**config.mk**
```make
export PLATFORM = sky130hd
export DESIGN_NAME = sliding_window_mean_variance_flat
export DESIGN_NICKNAME = d
export VERILOG_FILES = /design/src/sv/swmv_pkg.sv /design/src/sv/swmv_if.sv /design/src/sv/swmv_ram.sv /design/src/sv/swmv_div.sv /design/src/sv/sliding_window_mean_variance.sv /design/src/flat_wrapper.sv
export SDC_FILE = /design/constraint.sdc
export NUM_CORES = 2
export LEC_CHECK = 0
export ABC_AREA = 1
export ABC_CLOCK_PERIOD_IN_PS = 23200
export BUFFER_PORTS_ARGS = -buffer_cell sky130_fd_sc_hd__buf_2
export CAP_MARGIN = 20
export CORE_ASPECT_RATIO = 1.2
export CORE_MARGIN = 2
export CORE_UTILIZATION = 50
export DETAILED_ROUTE_END_ITERATION = 12
export PLACE_DENSITY = 0.75
export SETUP_SLACK_MARGIN = 0.15
export SYNTH_ARGS = -nofsm -noshare
export SYNTH_HDL_FRONTEND = slang
export SYNTH_SLANG_ARGS = --single-unit
```
**constraint.sdc**
```tcl
create_clock -name clk -period 23.2 [get_ports clk]
set_clock_uncertainty 0.05 [all_clocks]
set_input_delay 0 -clock clk [delete_from_list [all_inputs] [get_ports clk]]
set_output_delay 0 -clock clk [all_outputs]
set_load 0.01 [all_outputs]
```
**src/sv/swmv_pkg.sv**
```systemverilog
// Shared constants for the sliding window mean/variance block.
// No dependencies; used by the interfaces, the top level and the checker.
`timescale 1ns / 1ps
`default_nettype none

package swmv_pkg;

  localparam int SAMPLE_W  = 10;  // sample_value width
  localparam int MEAN_W    = 18;  // window_mean width
  localparam int VAR_W     = 26;  // window_variance width
  localparam int USED_W    = 7;   // samples_used width
  localparam int FRAC_BITS = 8;   // fraction bits of mean and variance

endpackage

`default_nettype wire

```
**src/sv/swmv_if.sv**
```systemverilog
// Valid/ready channel interfaces for samples and statistics results.
// Depends on swmv_pkg for payload widths.
`timescale 1ns / 1ps
`default_nettype none

interface swmv_in_if;
  import swmv_pkg::*;

  logic                       valid;
  logic                       ready;
  logic signed [SAMPLE_W-1:0] sample_value;

  modport source (output valid, output sample_value, input ready);
  modport sink   (input valid, input sample_value, output ready);
endinterface

interface swmv_out_if;
  import swmv_pkg::*;

  logic                     valid;
  logic                     ready;
  logic signed [MEAN_W-1:0] window_mean;
  logic        [VAR_W-1:0]  window_variance;
  logic        [USED_W-1:0] samples_used;

  modport source (output valid, output window_mean, output window_variance,
                  output samples_used, input ready);
  modport sink   (input valid, input window_mean, input window_variance,
                  input samples_used, output ready);
endinterface

`default_nettype wire

```
**src/sv/swmv_ram.sv**
```systemverilog
// Generic single-port-write, single-port-read RAM with registered read data.
// No dependencies.
`timescale 1ns / 1ps
`default_nettype none

module swmv_ram #(
  parameter int WIDTH = 10,
  parameter int DEPTH = 100
) (
  input  wire logic                     clk,
  input  wire logic                     wr_en,
  input  wire logic [$clog2(DEPTH)-1:0] wr_addr,
  input  wire logic [WIDTH-1:0]         wr_data,
  input  wire logic                     rd_en,
  input  wire logic [$clog2(DEPTH)-1:0] rd_addr,
  output logic      [WIDTH-1:0]         rd_data
);

  logic [WIDTH-1:0] mem [DEPTH];

  always_ff @(posedge clk) begin
    if (wr_en) begin
      mem[wr_addr] <= wr_data;
    end
    if (rd_en) begin
      rd_data <= mem[rd_addr];
    end
  end

endmodule

`default_nettype wire

```
**src/sv/swmv_div.sv**
```systemverilog
// Restoring divider, one quotient bit per cycle.
// Caller guarantees the quotient fits in Q_W bits. No dependencies.
`timescale 1ns / 1ps
`default_nettype none

module swmv_div #(
  parameter int NUM_W = 27,
  parameter int DEN_W = 8,
  parameter int Q_W   = 19
) (
  input  wire logic             clk,
  input  wire logic             rst_n,
  input  wire logic             start,
  input  wire logic [NUM_W-1:0] num,
  input  wire logic [DEN_W-1:0] den,
  output logic                  busy,
  output logic      [Q_W-1:0]   quot
);

  localparam int CNT_W = $clog2(Q_W + 1);

  logic [CNT_W-1:0] cnt_r;
  logic [DEN_W-1:0] rem_r;
  logic [DEN_W-1:0] den_r;
  logic [Q_W-1:0]   nsh_r;
  logic [Q_W-1:0]   quot_r;
  logic [DEN_W:0]   trial;
  logic [DEN_W:0]   trial_sub;
  logic             ge;

  assign trial     = {rem_r, nsh_r[Q_W-1]};
  assign trial_sub = trial - {1'b0, den_r};
  assign ge        = (trial >= {1'b0, den_r});
  assign busy      = (cnt_r != '0);
  assign quot      = quot_r;

  always_ff @(posedge clk) begin
    if (!rst_n) begin
      cnt_r <= '0;
    end else if (start) begin
      cnt_r <= CNT_W'(Q_W);
    end else if (busy) begin
      cnt_r <= cnt_r - 1'b1;
    end
  end

  // High part of the dividend is already below the divisor.
  always_ff @(posedge clk) begin
    if (start) begin
      rem_r  <= DEN_W'(num >> Q_W);
      nsh_r  <= Q_W'(num);
      den_r  <= den;
      quot_r <= '0;
    end else if (busy) begin
      rem_r  <= ge ? trial_sub[DEN_W-1:0] : trial[DEN_W-1:0];
      nsh_r  <= {nsh_r[Q_W-2:0], 1'b0};
      quot_r <= {quot_r[Q_W-2:0], ge};
    end
  end

endmodule

`default_nettype wire

```
**src/sv/sliding_window_mean_variance.sv**
```systemverilog
// Sliding window mean and population variance of a signed sample stream.
// Depends on swmv_pkg, swmv_if (channels), swmv_ram and swmv_div.
//
// Usage:
//   in_ch carries one signed sample per transaction; out_ch returns one
//   result per sample: mean (8 fraction bits, rounded, ties away from zero),
//   population variance (8 fraction bits, rounded, clamped at zero) and the
//   count of samples covered (count so far until WINDOW samples are held).
//   A transaction completes when valid and ready are both high.
// Sequence:
//   One sample at a time: after acceptance a sample passes ST_UPD, ST_PROD,
//   ST_DIFF, ST_DIV (the bit-serial variance divider sets the wait) and ST_OUT,
//   which loads the output register. in_ch.ready rises with out_ch.valid, so
//   a new sample is only taken once the last result has been loaded.
// Reset (rst_n low, synchronous): sums, write pointer and full flag clear;
//   the sample RAM is not cleared, an old slot is only used once the window
//   has wrapped and every slot holds a sample.
// Stall: a result waits in the output register while out_ch.ready is low;
//   the next sample is still accepted and computed, and only the final load
//   of its result waits for the register to drain.
`timescale 1ns / 1ps
`default_nettype none

module sliding_window_mean_variance #(
  parameter int WINDOW      = 100,
  parameter int SAMPLE_BITS = 10
) (
  input  wire logic  clk,
  input  wire logic  rst_n,
  swmv_in_if.sink    in_ch,
  swmv_out_if.source out_ch
);

  import swmv_pkg::*;

  // Widths follow from exact bounds on the sums.
  localparam int IDX_W   = $clog2(WINDOW);
  localparam int N_W     = $clog2(WINDOW + 1);
  localparam int SUM_W   = SAMPLE_BITS + N_W;            // signed running sum
  localparam int ABS_W   = SUM_W - 1;                    // |sum|
  localparam int SQ_W    = 2 * SAMPLE_BITS - 1;          // one sample squared
  localparam int SSQ_W   = SQ_W + N_W;                   // running sum of squares
  localparam int PA_W    = N_W + SSQ_W;                  // n * sumsq
  localparam int SQS_W   = 2 * ABS_W;                    // sum * sum
  localparam int NN_W    = 2 * N_W;                      // n * n
  localparam int SH_W    = FRAC_BITS + 1;                // scale by 256, doubled for rounding
  localparam int MNUM_W  = ABS_W + SH_W + 1;
  localparam int MDEN_W  = N_W + 1;
  localparam int MQ_W    = SAMPLE_BITS + 9;              // |mean| * 256 <= 2^(SAMPLE_BITS+7)
  localparam int VNUM_W  = PA_W + SH_W + 1;
  localparam int VDEN_W  = NN_W + 1;
  localparam int VQ_W    = 2 * SAMPLE_BITS + 7;          // variance * 256 < 2^(2*SAMPLE_BITS+6)+1

  typedef enum logic [2:0] {
    ST_IDLE,   // waiting for a sample, RAM read issued on accept
    ST_UPD,    // old slot available: update sums, write new sample
    ST_PROD,   // register the products
    ST_DIFF,   // form dividends, start both dividers
    ST_DIV,    // wait for the dividers
    ST_OUT     // load output register
  } state_t;

  state_t state_r;

  // Control and running state
  logic [IDX_W-1:0]        idx_r;
  logic                    full_r;
  logic signed [SUM_W-1:0] sum_r;
  logic [SSQ_W-1:0]        ssq_r;
  logic [N_W-1:0]          n_r;

  // Datapath registers
  logic signed [SAMPLE_BITS-1:0] sample_r;
  logic [SQ_W-1:0]               sample_sq_r;
  logic [PA_W-1:0]               pa_r;
  logic [SQS_W-1:0]              sqs_r;
  logic [NN_W-1:0]               nn_r;
  logic [ABS_W-1:0]              abs_r;
  logic                          neg_r;

  // Output register
  logic                     out_valid_r;
  logic signed [MEAN_W-1:0] mean_r;
  logic [VAR_W-1:0]         var_r;
  logic [USED_W-1:0]        used_r;

  logic                            in_acc;
  logic [SAMPLE_W-1:0]             in_raw;
  logic signed [SAMPLE_BITS-1:0]   in_s;
  logic signed [2*SAMPLE_BITS-1:0] in_sq;
  logic [SAMPLE_BITS-1:0]          ram_rdata;
  logic signed [SAMPLE_BITS-1:0]   old_s;
  logic signed [2*SAMPLE_BITS-1:0] old_sq;
  logic signed [SUM_W-1:0]         sum_upd;
  logic [SSQ_W-1:0]                ssq_upd;
  logic [N_W-1:0]                  n_upd;
  logic                            idx_last;
  logic signed [2*SUM_W-1:0]       sum_sq;
  logic [PA_W-1:0]                 var_diff;
  logic [VNUM_W-1:0]               vnum;
  logic [VDEN_W-1:0]               vden;
  logic [MNUM_W-1:0]               mnum;
  logic [MDEN_W-1:0]               mden;
  logic                            div_start;
  logic                            mdiv_busy;
  logic                            vdiv_busy;
  logic [MQ_W-1:0]                 mquot;
  logic [VQ_W-1:0]                 vquot;
  logic signed [MQ_W:0]            mean_s;
  logic                            out_free;

  // Input side: take the low SAMPLE_BITS bits and sign-extend them.
  assign in_ch.ready = (state_r == ST_IDLE);
  assign in_acc      = in_ch.valid && in_ch.ready;
  assign in_raw      = in_ch.sample_value;
  assign in_s        = signed'(SAMPLE_BITS'(in_raw));
  assign in_sq       = in_s * in_s;

  // Old slot: read on accept, data back in ST_UPD. The slot being
  // overwritten is the one that leaves the window.
  swmv_ram #(
    .WIDTH (SAMPLE_BITS),
    .DEPTH (WINDOW)
  ) u_store (
    .clk     (clk),
    .wr_en   (state_r == ST_UPD),
    .wr_addr (idx_r),
    .wr_data (sample_r),
    .rd_en   (in_acc),
    .rd_addr (idx_r),
    .rd_data (ram_rdata)
  );

  assign old_s    = signed'(ram_rdata);
  assign old_sq   = old_s * old_s;
  assign sum_upd  = sum_r - (full_r ? SUM_W'(old_s) : SUM_W'(0)) + SUM_W'(sample_r);
  assign ssq_upd  = ssq_r - (full_r ? SSQ_W'(old_sq[SQ_W-1:0]) : SSQ_W'(0))
                    + SSQ_W'(sample_sq_r);
  assign n_upd    = full_r ? N_W'(WINDOW) : N_W'(idx_r) + N_W'(1);
  assign idx_last = (idx_r == IDX_W'(WINDOW - 1));

  // Square of the sum needs no sign handling.
  assign sum_sq = sum_r * sum_r;

  // n*sumsq >= sum^2 for exact sums; the compare keeps the clamp.
  assign var_diff = (pa_r > PA_W'(sqs_r)) ? pa_r - PA_W'(sqs_r) : '0;
  // round(x / d) computed as (2x + d) / (2d)
  assign vnum     = VNUM_W'({var_diff, {SH_W{1'b0}}}) + VNUM_W'(nn_r);
  assign vden     = {nn_r, 1'b0};
  assign mnum     = MNUM_W'({abs_r, {SH_W{1'b0}}}) + MNUM_W'(n_r);
  assign mden     = {n_r, 1'b0};
  assign div_start = (state_r == ST_DIFF);

  swmv_div #(
    .NUM_W (MNUM_W),
    .DEN_W (MDEN_W),
    .Q_W   (MQ_W)
  ) u_mean_div (
    .clk   (clk),
    .rst_n (rst_n),
    .start (div_start),
    .num   (mnum),
    .den   (mden),
    .busy  (mdiv_busy),
    .quot  (mquot)
  );

  swmv_div #(
    .NUM_W (VNUM_W),
    .DEN_W (VDEN_W),
    .Q_W   (VQ_W)
  ) u_var_div (
    .clk   (clk),
    .rst_n (rst_n),
    .start (div_start),
    .num   (vnum),
    .den   (vden),
    .busy  (vdiv_busy),
    .quot  (vquot)
  );

  // Magnitude rounding gives ties away from zero once the sign is restored.
  assign mean_s   = neg_r ? -signed'({1'b0, mquot}) : signed'({1'b0, mquot});
  assign out_free = !out_valid_r || out_ch.ready;

  // Datapath registers, no reset needed.
  always_ff @(posedge clk) begin
    if (in_acc) begin
      sample_r    <= in_s;
      sample_sq_r <= in_sq[SQ_W-1:0];
    end
    if (state_r == ST_PROD) begin
      pa_r  <= n_r * ssq_r;
      sqs_r <= sum_sq[SQS_W-1:0];
      nn_r  <= n_r * n_r;
      neg_r <= sum_r[SUM_W-1];
      abs_r <= sum_r[SUM_W-1] ? ABS_W'(-sum_r) : ABS_W'(sum_r);
    end
  end

  // State machine, running state and output register.
  always_ff @(posedge clk) begin
    if (!rst_n) begin
      state_r     <= ST_IDLE;
      idx_r       <= '0;
      full_r      <= 1'b0;
      sum_r       <= '0;
      ssq_r       <= '0;
      n_r         <= '0;
      out_valid_r <= 1'b0;
      mean_r      <= '0;
      var_r       <= '0;
      used_r      <= '0;
    end else begin
      if (out_valid_r && out_ch.ready) begin
        out_valid_r <= 1'b0;
      end
      unique case (state_r)
        ST_IDLE: begin
          if (in_acc) begin
            state_r <= ST_UPD;
          end
        end
        ST_UPD: begin
          sum_r <= sum_upd;
          ssq_r <= ssq_upd;
          n_r   <= n_upd;
          if (idx_last) begin
            idx_r  <= '0;
            full_r <= 1'b1;
          end else begin
            idx_r <= idx_r + 1'b1;
          end
          state_r <= ST_PROD;
        end
        ST_PROD: begin
          state_r <= ST_DIFF;
        end
        ST_DIFF: begin
          state_r <= ST_DIV;
        end
        ST_DIV: begin
          if (!mdiv_busy && !vdiv_busy) begin
            state_r <= ST_OUT;
          end
        end
        ST_OUT: begin
          if (out_free) begin
            out_valid_r <= 1'b1;
            mean_r      <= MEAN_W'(mean_s);
            var_r       <= VAR_W'(vquot);
            used_r      <= USED_W'(n_r);
            state_r     <= ST_IDLE;
          end
        end
        default: begin
          state_r <= ST_IDLE;
        end
      endcase
    end
  end

  assign out_ch.valid           = out_valid_r;
  assign out_ch.window_mean     = mean_r;
  assign out_ch.window_variance = var_r;
  assign out_ch.samples_used    = used_r;

endmodule

`default_nettype wire

```
**src/flat_wrapper.sv**
```systemverilog
// flat-port wrapper written by rule: the top's interface ports become plain ports
module sliding_window_mean_variance_flat import swmv_pkg::*;
#(
  parameter int WINDOW      = 100,
  parameter int SAMPLE_BITS = 10
)
  (clk, rst_n, in_ch_valid, in_ch_sample_value, in_ch_ready, out_ch_valid, out_ch_window_mean, out_ch_window_variance, out_ch_samples_used, out_ch_ready);
  swmv_in_if in_ch_i ();
  swmv_out_if out_ch_i ();
  input  wire logic clk;
  input  wire logic rst_n;
  input wire logic [$bits(in_ch_i.valid)-1:0] in_ch_valid;
  input wire logic [$bits(in_ch_i.sample_value)-1:0] in_ch_sample_value;
  output wire logic [$bits(in_ch_i.ready)-1:0] in_ch_ready;
  output wire logic [$bits(out_ch_i.valid)-1:0] out_ch_valid;
  output wire logic [$bits(out_ch_i.window_mean)-1:0] out_ch_window_mean;
  output wire logic [$bits(out_ch_i.window_variance)-1:0] out_ch_window_variance;
  output wire logic [$bits(out_ch_i.samples_used)-1:0] out_ch_samples_used;
  input wire logic [$bits(out_ch_i.ready)-1:0] out_ch_ready;
  assign in_ch_i.valid = in_ch_valid;
  assign in_ch_i.sample_value = in_ch_sample_value;
  assign in_ch_ready = in_ch_i.ready;
  assign out_ch_valid = out_ch_i.valid;
  assign out_ch_window_mean = out_ch_i.window_mean;
  assign out_ch_window_variance = out_ch_i.window_variance;
  assign out_ch_samples_used = out_ch_i.samples_used;
  assign out_ch_i.ready = out_ch_ready;
  sliding_window_mean_variance #(.WINDOW(WINDOW), .SAMPLE_BITS(SAMPLE_BITS)) u_core (.clk(clk), .rst_n(rst_n), .in_ch(in_ch_i), .out_ch(out_ch_i));
endmodule
```
=== After elaboration in Yosys (flattened, before gate mapping) ===
Memories as Yosys holds them, arrays and structs flattened. A register that Yosys moved wholly into a read port is not among the register bits.
Index checks and enable logic that the tools add are counted.
Widths: inputs -> output; s select.

* Reductions and logical operators: 16
* Equal/unequal tests: 9
* Shifts and indexed selects: 0
* Mux-type cells: 30
* $lt $le $gt $ge: 3
* Bitwise logic cells: 1
* Multiply operators: 5
* Div/mod/pow operators: 0
* $add $sub $neg: 14

{| class="wikitable"
|+ Operator list
! cell !! number
|-
| $mux 19 || 3
|-
| $mux 27 || 2
|-
| $mux 15 || 3
|-
| $add 42x14->42 || 1
|-
| $mul 10x10->19 || 2
|-
| $gt 33x32->1 || 1
|-
| $mul 7x26->33 || 1
|-
| $mux 33 || 1
|-
| $sub 33x32->33 || 1
|-
| $mul 17x17->32 || 1
|-
| $mux 7 || 4
|-
| $add 25x7->26 || 1
|-
| $add 26x19->26 || 1
|-
| $sub 26x26->26 || 1
|-
| $mux 5 || 4
|-
| $mux 18 || 1
|-
| $neg 18->18 || 1
|-
| $pmux 3 s6 || 1
|-
| $add 17x10->17 || 1
|-
| $mux 17 || 1
|-
| $sub 17x17->17 || 1
|-
| $ge 16x15->1 || 1
|-
| $mux 16 || 1
|-
| $neg 16->16 || 1
|-
| 25 further kinds || 42
|}

* Memory bits (read-only): 0
* Bits in latches: 0
* Memories kept: 1
* Bits in registers: 382
* Bits of input ports: 14
* RAM bits: 1000
* Word-level logic and storage cells: 109

{| class="wikitable"
|+ Memories
! memory !! words !! bits a word !! rd ports !! clocked after memory_dff !! write ports !! line !! RTL
|-
| u_core.u_store.mem || 100 || 10 || 1 || 1 || 1 || swmv_ram.sv:19 || <nowiki>logic [WIDTH-1:0] mem [DEPTH];</nowiki>
|}

=== Longest topological paths before layout ===
* Depth after elaboration: 5
* Depth in mapped cells: 37

=== Modules after synthesis ===
A second synthesis with hierarchy kept.

* Cells, all modules: 9454
* Area total of the unflattened synthesis: 87515.2 um^2

{| class="wikitable"
|+ Modules (own cells, without submodules)
! module !! area each (um^2) !! cells each !! instances
|-
| swmv_ram || 41212.0 || 3566 || 1
|-
| sliding_window_mean_variance || 38755.9 || 5015 || 1
|-
| swmv_div (u_core.u_var_div) || 4738.3 || 554 || 1
|-
| swmv_div (u_core.u_mean_div) || 2808.9 || 319 || 1
|}

=== Worst setup path before layout ===
OpenSTA, ideal clock, no wires.

* Kind: flip-flop to flip-flop
* Start: register u_core.state_r[1]
* End: register u_core.abs_r[0] (enable)
* Library setup time: 661 ps
* Arrival: 6764 ps
* Buffers on the path: 0
* Clock period less this slack: 7476 ps
* Stages on the path, launching flop included: 3
* Path slack: 15724 ps
* Cell sequence: dfxtp_1 > inv_1 > nor3_1

* Cells in the longest elaborated chain, start to end: 1

{| class="wikitable"
|+ Ends and longest elaborated chain
! item !! line !! RTL
|-
| start, declared || sliding_window_mean_variance.sv:63 || <nowiki>state_t state_r;</nowiki>
|-
| start signal, assigned || sliding_window_mean_variance.sv:204 || <nowiki>state_r <= ST_IDLE;</nowiki>
|-
| start signal, assigned || sliding_window_mean_variance.sv:221 || <nowiki>state_r <= ST_UPD;</nowiki>
|-
| start signal, assigned || sliding_window_mean_variance.sv:234 || <nowiki>state_r <= ST_PROD;</nowiki>
|-
| $eq 3x2->1 || sliding_window_mean_variance.sv:192 || <nowiki>if (state_r == ST_PROD) begin</nowiki>
|-
| end signal, assigned || sliding_window_mean_variance.sv:197 || <nowiki>abs_r <= sum_r[SUM_W-1] ? ABS_W'(-sum_r) : ABS_W'(sum_r);</nowiki>
|-
| end, declared || sliding_window_mean_variance.sv:78 || <nowiki>logic [ABS_W-1:0] abs_r;</nowiki>
|}

No other way between the ends.
A chain may end at the register's enable or synchronous reset.

=== Worst setup path in the final report ===
* Start: register u_core.u_store.rd_data[9] (read register of u_core.u_store.mem)
* End: register u_core.ssq_r[22]

* Cells in the longest elaborated chain, start to end: 4

{| class="wikitable"
|+ Ends and longest elaborated chain
! item !! line !! RTL
|-
| start, declared || swmv_ram.sv:16 || <nowiki>output logic [WIDTH-1:0] rd_data</nowiki>
|-
| $mul 10x10->19 || sliding_window_mean_variance.sv:135 || <nowiki>assign old_sq = old_s * old_s;</nowiki>
|-
| $mux 19 || sliding_window_mean_variance.sv:137 || <nowiki>assign ssq_upd = ssq_r - (full_r ? SSQ_W'(old_sq[SQ_W-1:0]) : SSQ_W'(0))</nowiki>
|-
| $sub 26x26->26 || sliding_window_mean_variance.sv:137 ||
|-
| $add 26x19->26 || sliding_window_mean_variance.sv:138 || <nowiki>+ SSQ_W'(sample_sq_r);</nowiki>
|-
| end signal, assigned || sliding_window_mean_variance.sv:226 || <nowiki>ssq_r <= ssq_upd;</nowiki>
|-
| end, declared || sliding_window_mean_variance.sv:69 || <nowiki>logic [SSQ_W-1:0] ssq_r;</nowiki>
|}

No other way between the ends.

==> summary.md <==
| Metric | Value |
|---|---|
| Async SR Flop Fraction | 0% |
| Type of the worst setup path | register to register |
| Synth Area per Inst | just over 10 um^2 |
| Number of routed nets with antenna violations | 0 |
| Worst hold start | out_ch_ready |
| DRC | 0 |
| Primary FF master, synth | edfxtp_1 |
| Clock Sink Count | about 1,400 |
| Pwr dens | around 150 nW/um^2 |
| Final net count | around 8,900 |
| Final Hold Viols | 0 |
| Most frequent cells in the layout | nand2_1, inv_1, edfxtp_1 |
| Register area share after synthesis | approximately half |
| Synth area leader | edfxtp_1 |
| Syn Inst Count | slightly below 8,000 |
| Critical Path RT | 23,830 ps |
| Rel. slew slack | between 15 and 20% |
| Vias in the first global route | slightly below 60,000 |
| H-tree Lvls | 4 |
| Min Tclk post-route | 7620 ps |
| Worst vdd ir | 0.310 mV |
| CP Max Fanout | 14 |
| First-pass GRT wire length | 324 mm |
| Worst setup EP type | register |
| Post-DR vias/cell | between 5 and 6 |
| Synth unique cells | between 60 and 70 |
| Setup violations, final | 0 |
| Leak | around 39 nW |
| Root Driver | clkbuf_16 |
| Router iterations before antenna repair | 6 |
| Global route overflow | 0 |
| Reg2Reg Launch Point | u_core.u_store.rd_data[9] |
| CTS max path bufs | 3 |
| Slowest cell on the critical path | edfxtp_1 |
| Most used cell, CP | inv_1 |
| Avg WL per Cell | just over 20 um |
| # rows | around 160 |
| Fillers | 13,500 |
| CP Launch Point | u_core.u_store.rd_data[9] |
| Tcrit/Tclk final | 32.8% |
| Die area | 168,000 um^2 |
| Initial Utilization | 50.5% |
| Number of port buffers | 66 |
| Area delta synth->final | 8.97% |
| Clk_lat worst skew | roughly 800 ps |
| Post-route setup TNS | 0 ps |
| Post-synth EDFFs | approximately 1,200 |
| Core footprint | 163,000 um^2 |
| Critical path startpoint category | register |
| Status | complete, no violations |
| Cts bufs inserted | about 140 |
| Worst Hold Class | primary input to register |
| DP Wirelength | 141 mm |
| Max-Cap Viols | 0 |
| Commonest non-fill, non-tap cell in the layout | nand2_1 |
| Syn. warnings | 0 |
| Worst Reg2Reg Path Length in Cells | 34 |
| Synth area leaders | edfxtp_1, fa_1, nand2_1 |
| Cell area after synthesis | 82,200 um^2 |
| Highest clock rate | around 0.13 GHz |
| Final WL | between 200 and 250 mm |
| Clock transition at path regs | roughly 60 ps |
| Post-synthesis net count | approximately 8,900 |
| Initial DRC Count | approximately 5,200 |
| N_diodes | 0 |
| Die height | approximately 450 um |
| Total Power | between 0.01 and 0.015 W |
| Measured slew at the worst slew-check pin | 1260 ps |
| Min-Delay Path Depth | 5 |
| Yosys top cell area share | ~45% |
| Arr. time, crit path | 8240 ps |
| Die outline width | roughly 370 um |
| Largest net degree at the start of global routing | roughly 120 |
| Global placer's final weighted congestion | around 0.91 |
| CP peak stage delay | 630 ps |
| Total GRT Usage | about a quarter |
| RSZ-0062 raised after global routing | false |
| Initial antenna violation count | 0 |
| Slew Limit Fails | 0 |
| Boundary Pins | 67 |
| Via count of the routed design | approximately 57,000 |
| Post-CTS sizing | 0 |
| Share of cells above drive strength 1 | 5.57% |
| TritonCTS clock tree | built |
| #FFs+latches synth | 1,386 |
## worst paths after layout
path	slack, ps	to
worst max-delay path	15580	u_core.ssq_r[22]
worst min-delay path	50	u_core.out_ch.valid
worst max register to register	15580	u_core.ssq_r[22]
worst min register to register	410	u_core.u_var_div.den_r[1]
## final cells by class
| cell class | instances | area [um^2] | area share, % |
|---|---|---|---|
| Inverter | 1502 | 5650 | 6.31 |
| Multi-Input combinational cell | 4728 | 35400 | 39.5 |
| Clock inverter | 83 | 896 | 1.00 |
| Sequential cell | 1386 | 39900 | 44.6 |
| Clock buffer | 172 | 3690 | 4.13 |
| Tap cell | 2132 | 2670 | 2.98 |
| Timing Repair Buffer | 174 | 1280 | 1.43 |
## flip-flops by register name, summed over array words and instances, names as in the netlist, 8 cells and up
name and cells:
u_core.u_store.mem 1000, u_core.ssq_r 26, u_core.sample_r 9, u_core.out_ch.window_mean 18, u_core.out_ch.window_variance 26, u_core.u_mean_div.quot 18, u_core.u_mean_div.rem_r 8, u_core.nn_r 13
u_core.u_var_div.den_r 13, u_core.u_mean_div.nsh_r 19, u_core.u_var_div.rem_r 15, u_core.u_var_div.nsh_r 27, u_core.sample_sq_r 18, u_core.u_var_div.quot 26, u_core.sqs_r 30, u_core.abs_r 16
u_core.u_store.rd_data 10, u_core.sum_r 17, u_core.pa_r 33
## metrics by stage
stage	instances	cell area [um^2]	hold slack, ps	setup slack [ps]	utilization (%)
detailed placement	9884	84600	307	15530	51.9
global route	10200	89500	72.8	14900	55.0
global placement	9882	84500	318	15500	51.9
finish	10200	89500	46.4	15580	55.0
floorplan	7928	82200	48.9	15720	-
CTS	10200	89300	19.0	15520	54.9
## logic make-up after synthesis
group           Yosys count  synth area share, %
buf+inv                1814                 8.38
xor+xnor                234                 2.49
compound gates         1086                 8.36
simple gates           2465                 12.5
flops                  1386                 48.6
fa+ha+maj               943                 19.7
## where the power goes
part | total [W] | switching [W] | internal [W]
combinational | 0.00814 | 0.00517 | 0.00297
sequential | 0.00350 | 0.000246 | 0.00325
clock | 0.00224 | 0.00100 | 0.00124
## synth_stat cells, types with 15 or more instances
| cell | instances |
|---|---|
| o21ai_0 | 256 |
| buf_1 | 39 |
| o22ai_1 | 53 |
| nand2_1 | 1610 |
| a31oi_1 | 15 |
| buf_2 | 32 |
| dfxtp_1 | 168 |
| inv_1 | 1484 |
| a22oi_1 | 140 |
| edfxtp_1 | 1218 |
| o211ai_1 | 17 |
| nor2_1 | 388 |
| ha_1 | 363 |
| fa_1 | 580 |
| nor3_1 | 43 |
| nand4_1 | 165 |
| a21oi_1 | 335 |
| xnor2_1 | 66 |
| xor2_1 | 168 |
| a22o_1 | 79 |
| clkbuf_1 | 236 |
| nand3_1 | 185 |
| a221oi_1 | 117 |
## worst max-delay path: cells and delay by family (launching register included)
family	cells	cell delay, ps
buffers and inverters	7	580
AND/OR/NAND/NOR	9	1530
adder cells (fa/ha/maj)	8	3340
AO/OA/AOI/OAI	10	1380
flip-flops	1	630
## what timing repair did
| item | CTS | global route |
|---|---|---|
| hold endpoints to repair | 123 | 0 |
| buffers inserted | 0 | 0 |
| hold buffers | 14 | 0 |
## per-layer routing
metal  part of all wire (%)  GRT usage, %  up-vias  wire length [um]
li1                       -             -    26100                 -
met1                     37          29.1    27900             76100
met2                     51          44.8     2409            106000
met3                    7.3          3.57      581             15200
met4                    5.3          12.0        0             11000
met5                      0             0        -                 0
Note: power is estimated with default switching activity, not from simulation.
